File: config.mk
export PLATFORM = sky130hd
export DESIGN_NAME = length_prefixed_nal_unit_splitter
export DESIGN_NICKNAME = d
export VERILOG_FILES = /design/src/design/nalsp_pkg.sv /design/src/design/nalsp_core.sv /design/src/design/nalsp_out_reg.sv /design/src/design/length_prefixed_nal_unit_splitter.sv
export SDC_FILE = /design/constraint.sdc
export NUM_CORES = 1
export LEC_CHECK = 0
export BUFFER_PORTS_ARGS = -buffer_cell sky130_fd_sc_hd__buf_2
export CORE_ASPECT_RATIO = 1.2
export CORE_MARGIN = 2
export CORE_UTILIZATION = 50
export CTS_CLUSTER_DIAMETER = 100
export DETAILED_ROUTE_END_ITERATION = 10
export GPL_TIMING_DRIVEN = 0
export PLACE_DENSITY = 0.82
export SYNTH_ARGS = -nofsm -noshare
export SYNTH_HDL_FRONTEND = slang
export SYNTH_SLANG_ARGS = --single-unit
export TNS_END_PERCENT = 10
File: constraint.sdc
create_clock -name clk_i -period 6.9 [get_ports clk_i]
set_input_delay 1.38 -clock clk_i [delete_from_list [all_inputs] [get_ports clk_i]]
set_output_delay 1.38 -clock clk_i [all_outputs]
set_load 0.02 [all_outputs]
File: src/design/nalsp_pkg.sv
package nalsp_pkg;

  localparam int unsigned ByteW    = 8;
  localparam int unsigned TypeW    = 6;
  localparam int unsigned PrefixW  = 2;
  localparam int unsigned SizeW    = 48;
  localparam int unsigned LenW     = 32;
  localparam int unsigned CountW   = SizeW + 1;
  localparam int unsigned OutDataW = 16;
  localparam int unsigned OutUserW = 3;

  localparam logic [TypeW-1:0]   TypeMask     = 6'h3F;
  localparam logic [PrefixW-1:0] PrefixMinus1Rst = 2'd3;

  typedef enum logic [0:0] {
    REG_PREFIX_BYTES_MINUS_ONE = 1'b0,
    REG_PAYLOAD_SIZE           = 1'b1
  } reg_idx_e;

  typedef enum logic [1:0] {
    ST_BYTE     = 2'd0,
    ST_ZERO_LEN = 2'd1,
    ST_OVERRUN  = 2'd2
  } status_e;

  typedef struct packed {
    logic [PrefixW-1:0] prefix_bytes_minus_one;
    logic [SizeW-1:0]   payload_size;
  } cfg_t;

  typedef struct packed {
    logic [ByteW-1:0] out_byte;
    logic [TypeW-1:0] nal_type;
    logic             unit_first;
    logic             unit_last;
    status_e          status;
  } result_t;

endpackage

File: src/design/nalsp_core.sv
module nalsp_core import nalsp_pkg::*; (
  input  logic             clk_i,
  input  logic             rst_ni,
  input  logic             accept_i,
  input  logic [ByteW-1:0] data_byte_i,
  input  logic             box_start_i,
  input  cfg_t             cfg_i,
  output logic             res_valid_o,
  output result_t          res_o
);

  logic                in_payload_q, in_payload_d, in_payload_e;
  logic [PrefixW-1:0]  prefix_count_q, prefix_count_d, prefix_count_e;
  logic [LenW-1:0]     length_acc_q, length_acc_d, length_acc_e;
  logic [LenW-1:0]     bytes_left_q, bytes_left_d, bytes_left_e;
  // consumed byte count plus one
  logic [CountW-1:0]   cons1_q, cons1_d, cons1_e;
  logic                halted_q, halted_d, halted_e;
  logic                at_start_q, at_start_d, at_start_e;

  logic [LenW-1:0]     length_new;
  logic [CountW:0]     fit_sum;
  logic [CountW:0]     end_sum;
  logic                fit_fail;
  logic                end_fail;

  always_comb begin
    if (box_start_i) begin
      in_payload_e   = 1'b0;
      prefix_count_e = '0;
      length_acc_e   = '0;
      bytes_left_e   = '0;
      cons1_e        = CountW'(1);
      halted_e       = 1'b0;
      at_start_e     = 1'b0;
    end else begin
      in_payload_e   = in_payload_q;
      prefix_count_e = prefix_count_q;
      length_acc_e   = length_acc_q;
      bytes_left_e   = bytes_left_q;
      cons1_e        = cons1_q;
      halted_e       = halted_q;
      at_start_e     = at_start_q;
    end
  end

  assign length_new = (prefix_count_e == '0) ? LenW'(data_byte_i)
                                             : {length_acc_e[LenW-ByteW-1:0], data_byte_i};
  assign fit_sum  = {1'b0, cons1_e} + (CountW+1)'(cfg_i.prefix_bytes_minus_one);
  assign end_sum  = {1'b0, cons1_e} + (CountW+1)'(length_new);
  assign fit_fail = fit_sum > (CountW+1)'(cfg_i.payload_size);
  assign end_fail = end_sum > (CountW+1)'(cfg_i.payload_size);

  always_comb begin
    in_payload_d   = in_payload_q;
    prefix_count_d = prefix_count_q;
    length_acc_d   = length_acc_q;
    bytes_left_d   = bytes_left_q;
    cons1_d        = cons1_q;
    halted_d       = halted_q;
    at_start_d     = at_start_q;
    res_valid_o    = 1'b0;
    res_o          = '{out_byte: '0, nal_type: '0, unit_first: 1'b0, unit_last: 1'b0,
                       status: ST_BYTE};
    if (accept_i) begin
      in_payload_d   = in_payload_e;
      prefix_count_d = prefix_count_e;
      length_acc_d   = length_acc_e;
      bytes_left_d   = bytes_left_e;
      cons1_d        = cons1_e;
      halted_d       = halted_e;
      at_start_d     = at_start_e;
      if (!halted_e) begin
        if (in_payload_e) begin
          res_valid_o      = 1'b1;
          res_o.out_byte   = data_byte_i;
          res_o.nal_type   = at_start_e ? (data_byte_i[TypeW:1] & TypeMask) : '0;
          res_o.unit_first = at_start_e;
          res_o.unit_last  = (bytes_left_e == LenW'(1));
          at_start_d       = 1'b0;
          cons1_d          = cons1_e + CountW'(1);
          bytes_left_d     = bytes_left_e - LenW'(1);
          in_payload_d     = (bytes_left_e != LenW'(1));
        end else if ((prefix_count_e == '0) && fit_fail) begin
          // tail too short for a prefix
          halted_d = 1'b1;
        end else begin
          length_acc_d = length_new;
          cons1_d      = cons1_e + CountW'(1);
          if (prefix_count_e < cfg_i.prefix_bytes_minus_one) begin
            prefix_count_d = prefix_count_e + PrefixW'(1);
          end else begin
            prefix_count_d = '0;
            if (length_new == '0) begin
              halted_d     = 1'b1;
              res_valid_o  = 1'b1;
              res_o.status = ST_ZERO_LEN;
            end else if (end_fail) begin
              halted_d     = 1'b1;
              res_valid_o  = 1'b1;
              res_o.status = ST_OVERRUN;
            end else begin
              bytes_left_d = length_new;
              in_payload_d = 1'b1;
              at_start_d   = 1'b1;
            end
          end
        end
      end
    end
  end

  always_ff @(posedge clk_i or negedge rst_ni) begin
    if (!rst_ni) begin
      in_payload_q   <= 1'b0;
      prefix_count_q <= '0;
      length_acc_q   <= '0;
      bytes_left_q   <= '0;
      cons1_q        <= CountW'(1);
      halted_q       <= 1'b0;
      at_start_q     <= 1'b0;
    end else begin
      in_payload_q   <= in_payload_d;
      prefix_count_q <= prefix_count_d;
      length_acc_q   <= length_acc_d;
      bytes_left_q   <= bytes_left_d;
      cons1_q        <= cons1_d;
      halted_q       <= halted_d;
      at_start_q     <= at_start_d;
    end
  end

  a_halted_silent: assert property (@(posedge clk_i) disable iff (!rst_ni)
    halted_q && !box_start_i |-> !res_valid_o)
    else $error("result produced while halted");

  a_stop_halts: assert property (@(posedge clk_i) disable iff (!rst_ni)
    res_valid_o && (res_o.status != ST_BYTE) |=> halted_q)
    else $error("stop request did not halt");

  a_payload_left: assert property (@(posedge clk_i) disable iff (!rst_ni)
    in_payload_q |-> (bytes_left_q != '0))
    else $error("in payload with no bytes left");

  a_first_only_at_start: assert property (@(posedge clk_i) disable iff (!rst_ni)
    res_valid_o && res_o.unit_first |=> !at_start_q)
    else $error("unit start not cleared after first byte");

endmodule

File: src/design/nalsp_out_reg.sv
module nalsp_out_reg import nalsp_pkg::*; (
  input  logic    clk_i,
  input  logic    rst_ni,
  input  logic    load_i,
  input  logic    res_valid_i,
  input  result_t res_i,
  input  logic    take_i,
  output logic    valid_o,
  output result_t res_o
);

  logic    valid_q, valid_d;
  result_t res_q;

  always_comb begin
    valid_d = valid_q;
    if (take_i) begin
      valid_d = 1'b0;
    end
    if (load_i) begin
      valid_d = res_valid_i;
    end
  end

  always_ff @(posedge clk_i or negedge rst_ni) begin
    if (!rst_ni) begin
      valid_q <= 1'b0;
    end else begin
      valid_q <= valid_d;
    end
  end

  always_ff @(posedge clk_i) begin
    if (load_i && res_valid_i) begin
      res_q <= res_i;
    end
  end

  assign valid_o = valid_q;
  assign res_o   = res_q;

endmodule

File: src/design/length_prefixed_nal_unit_splitter.sv
// channel   dir  handshake                      payload
// s_axis    in   s_axis_tvalid/s_axis_tready    tdata: data_byte; tuser: box_start
// m_axis    out  m_axis_tvalid/m_axis_tready    tdata: out_byte, nal_type; tlast: unit_last;
//                                               tuser: unit_first, status
// cfg       in   cfg_valid_i/cfg_ready_o        cfg_index_i, cfg_data_i
//
// one byte per cycle; a result appears on m_axis the cycle after its byte is taken
// the state update for one byte is combinational; the output register is the only register on the result path
// s_axis stalls only while a result waits in the output register and m_axis_tready is low
// reset clears all split state; prefix size resets to four bytes, payload size to zero
// cfg writes are always ready
module length_prefixed_nal_unit_splitter import nalsp_pkg::*; (
  input  logic                clk_i,
  input  logic                rst_ni,
  input  logic                s_axis_tvalid,
  output logic                s_axis_tready,
  input  logic [ByteW-1:0]    s_axis_tdata,   // [7:0] data_byte
  input  logic                s_axis_tuser,   // [0] box_start
  output logic                m_axis_tvalid,
  input  logic                m_axis_tready,
  output logic [OutDataW-1:0] m_axis_tdata,   // [7:0] out_byte, [13:8] nal_type, [15:14] zero
  output logic                m_axis_tlast,
  output logic [OutUserW-1:0] m_axis_tuser,   // [0] unit_first, [2:1] status
  input  logic                cfg_valid_i,
  output logic                cfg_ready_o,
  input  reg_idx_e            cfg_index_i,
  input  logic [SizeW-1:0]    cfg_data_i
);

  cfg_t    cfg_q;
  logic    accept;
  logic    res_valid;
  result_t res;
  result_t out_res;

  assign cfg_ready_o = 1'b1;

  always_ff @(posedge clk_i or negedge rst_ni) begin
    if (!rst_ni) begin
      cfg_q.prefix_bytes_minus_one <= PrefixMinus1Rst;
      cfg_q.payload_size           <= '0;
    end else if (cfg_valid_i) begin
      unique case (cfg_index_i)
        REG_PREFIX_BYTES_MINUS_ONE: cfg_q.prefix_bytes_minus_one <= cfg_data_i[PrefixW-1:0];
        REG_PAYLOAD_SIZE:           cfg_q.payload_size           <= cfg_data_i;
        default: ;
      endcase
    end
  end

  assign s_axis_tready = !m_axis_tvalid || m_axis_tready;
  assign accept        = s_axis_tvalid && s_axis_tready;

  nalsp_core u_core (
    .clk_i       (clk_i),
    .rst_ni      (rst_ni),
    .accept_i    (accept),
    .data_byte_i (s_axis_tdata),
    .box_start_i (s_axis_tuser),
    .cfg_i       (cfg_q),
    .res_valid_o (res_valid),
    .res_o       (res)
  );

  nalsp_out_reg u_out (
    .clk_i       (clk_i),
    .rst_ni      (rst_ni),
    .load_i      (accept),
    .res_valid_i (res_valid),
    .res_i       (res),
    .take_i      (m_axis_tready),
    .valid_o     (m_axis_tvalid),
    .res_o       (out_res)
  );

  assign m_axis_tdata = {(OutDataW-ByteW-TypeW)'(0), out_res.nal_type, out_res.out_byte};
  assign m_axis_tlast = out_res.unit_last;
  assign m_axis_tuser = {out_res.status, out_res.unit_first};

endmodule

==> impl_metrics.env <==
export IMPL_finalSetupViolCount=63
export IMPL_cts_buffers=17
export IMPL_final_common_cell="nand2_1"
export IMPL_fp_dieW_um=160
export IMPL_netlist_area_um2=14500
export IMPL_layout_min_cycle_time_ns=7.36
export IMPL_die_h_um=191
export IMPL_clk_latency_ns=0.46
export IMPL_power_density_nw_per_um2=220
export IMPL_drt_iter0_markers=1794
export IMPL_drt_drc_violations_left=0
export IMPL_clock_fmax_mhz=136
export IMPL_tightest_slew_ns=1.09
export IMPL_fp_row_count=68
export IMPL_drt_pass1_iterations=8
export IMPL_grt_pass1_vias=14200
export IMPL_r2r_start="u_core.prefix_count_q[0]"
export IMPL_ff_latch_area_um2=4570
export IMPL_finClkSkew_ns=0.0206
export IMPL_diodes=0
export IMPL_htree_levels=4
export IMPL_ys_flop_type="dfrtp_1"
export IMPL_arrival_ns=7.68
export IMPL_path_max_fanout=7
export IMPL_grt_max_degree=88
export IMPL_rsz0062_at_grt="true"
export IMPL_antenna_found_initial=1
export IMPL_clock_sinks=179
export IMPL_port_buffer_count=82
export IMPL_syn_avg_cell_area_um2=8.66
export IMPL_cp_slowest_stage_delay_ns=0.47
export IMPL_setup_slack_ns=-0.457
export IMPL_outcome="finished with violations"
export IMPL_clkSlewWorstSetupHoldPaths_ns=0.07
export IMPL_root_buffer="clkbuf_16"
export IMPL_synthTopCellsByArea="dfrtp_1, ha_1, xnor2_1, nand2_1, mux2_2"
export IMPL_totalWireLength_mm=52.6
export IMPL_violations="setup timing"
export IMPL_holdCritStartpoint="cfg_q[32]"
export IMPL_num_io_pins=86
export IMPL_leakagePower_uw=0.00800
export IMPL_synth_seq_cells=179
export IMPL_synth_edf_count=18
export IMPL_grt_pass1_wl_mm=79.9
export IMPL_yosysTopAreaCell="dfrtp_1"
export IMPL_cpMaxStageDelayCell="or3_4"
export IMPL_fin_nets=2057
export IMPL_final_cell_mix="nand2_1, dfrtp_1, ha_1"
export IMPL_clockBufferDepth=2
export IMPL_drv_slew=0
export IMPL_ant_nets=0
export IMPL_critPathCaptureType="register"
export IMPL_synthArstFlopShare_pct=89.9
export IMPL_layout_drive_gt1_share_pct=23.4
export IMPL_syn_inst=1679
export IMPL_cpMostUsedCell="buf_12"
export IMPL_ys_warnings_count=0
export IMPL_relSlewSlack_pct=26.6
export IMPL_finalCoreUtilization_pct=62.7
export IMPL_synth_yosys_seq_area_share_pct=31.4
export IMPL_area_growth_pct=23.6
export IMPL_reg2reg_slack_ns=0.58
export IMPL_avgRoutedWirePerCell_um=23.3
export IMPL_maxCapViolations=0
export IMPL_start_util_pct=50.7
export IMPL_ir_worst_vdd_mv=0.157
export IMPL_holdPathEnd="cfg_q[32]"
export IMPL_coreArea_um2=28700
export IMPL_hold_viol=0
export IMPL_synth_top_cell_area_share_pct=27.2
export IMPL_grt_remaining_overflow=0
export IMPL_min_path_cells=1
export IMPL_vias=14500
export IMPL_die_area_um2=30500
export IMPL_fin_crit_sh_pct=107
export IMPL_multi_input_area_um2=10300
export IMPL_ff2ff_path_depth=29
export IMPL_cts_tree="done"
export IMPL_fillers=2382
export IMPL_viasPerCell=6.43
export IMPL_crit_required_ns=7.23
export IMPL_setup_tns_ns=-20.31
export IMPL_grt_total_usage_pct=34.2
export IMPL_ys_types=76
export IMPL_crit_type="in -> reg"
export IMPL_place_gp_congestion=0.979
export IMPL_dpl_hpwl_mm=37.7
export IMPL_r2r_end="u_core.bytes_left_q[27]"
export IMPL_hp_class="reg -> reg"
export IMPL_cts_hold_buf=0
export IMPL_start_kind="primary input"
## per-stage QoR
stage          hold slack (ns)  setup slack, ns  total power (uW)  cells  instance area (um^2)
6_report                 0.506           -0.457              3950   2256                 18000
5_1_grt                  0.521           -0.650              4120   2256                 18000
4_1_cts                  0.510           -0.422              3820   2240                 17500
3_5_place_dp             0.493            -2.83              2720   2148                 15800
3_3_place_gp             0.488            -2.80              2670   2147                 15800
2_1_floorplan            0.472           -0.108              2300   1680                 14900
## power by group
part	internal (uW)	switching, uW
clock	477	493
sequential	1240	210
combinational	653	873
total	2370	1580
## cell usage after synthesis (all sizes together) (15+ instances only)
| cell type | instances |
|---|---|
| clkbuf | 50 |
| nor4 | 23 |
| a22o | 25 |
| xor2 | 46 |
| nor2 | 115 |
| inv | 85 |
| or3 | 20 |
| nor2b | 52 |
| edfxtp | 18 |
| o21ai | 72 |
| nand2 | 168 |
| and2 | 38 |
| xnor2 | 94 |
| and3 | 21 |
| dfrtp | 158 |
| mux2 | 49 |
| nand4 | 51 |
| nand2b | 21 |
| o21a | 15 |
| buf | 15 |
| ha | 134 |
| a21o | 21 |
| a21oi | 103 |
| and4 | 18 |
| nand3 | 43 |
| nor3 | 51 |
## kinds of logic (layout without fill, tap and decap cells)
family,Yosys count,in the layout,synth area share [%]
simple gates,652,652,23.2
compound gates,356,356,16.1
flops,179,179,31.4
buf+inv,151,342,4.20
xor+xnor,140,140,8.43
fa+ha+maj,136,136,11.8
mux,63,63,4.76
other cells,2,3,0.0516
## cell type report
type | count | share of cell area (%)
buffer | 60 | 3.12
tap | 385 | 2.68
clock inverter | 13 | 0.647
multi-input combinational | 1350 | 57.2
inverter | 86 | 1.88
timing repair buffer | 164 | 6.60
sequential | 179 | 25.4
clock buffer | 19 | 2.41
## metal layers
layer  track usage [%]  part of all wire, %  up-vias
met5                 0                0.025        -
met4              28.4                  9.4        2
met3              5.85                  8.3      292
met2              57.1                   47      884
met1              38.5                   35     6911
li1                  -                    -     6415
## worst max-delay path: cells and delay by family
kind                     cells  cell delay, ns
AND/OR/NAND/NOR             15            3.01
AO/OA/AOI/OAI                7            1.36
buffers and inverters        8            1.04
adder cells (fa/ha/maj)      3            0.71
XOR/XNOR                     1            0.18
## flip-flops by register name (all words and copies together) (netlist names)
signal	cells
cfg_q	50
u_core.at_start_q	1
u_core.bytes_left_q	32
u_core.cons1_q	49
u_core.halted_q	1
u_core.in_payload_q	1
u_core.length_acc_q	24
u_core.prefix_count_q	2
u_out.res_o	18
u_out.valid_o	1
## how the worst max path moves through the flow
| stage | start | slack (ns) | end | cells past startpoint |
|---|---|---|---|---|
| 3_3_place_gp | s_axis_tuser | -2.80 | u_core.bytes_left_q[23] | 33 |
| 3_5_place_dp | s_axis_tuser | -2.83 | u_core.bytes_left_q[21] | 33 |
| 2_1_floorplan | s_axis_tuser | -0.11 | u_core.bytes_left_q[18] | 35 |
| 6_report | s_axis_tuser | -0.46 | u_core.bytes_left_q[27] | 34 |
| 4_1_cts | s_axis_tuser | -0.42 | u_core.bytes_left_q[27] | 35 |
| 5_1_grt | s_axis_tuser | -0.65 | u_core.at_start_q | 36 |
## repair_timing
item | CTS | global route
gates resized for setup | 132 | 78
pin swaps | 64 | 52
buffers inserted | 59 | 18
cloned | 3 | 1
setup endpoints to repair | 131 | 131
Power figures use the tool's default switching activity.
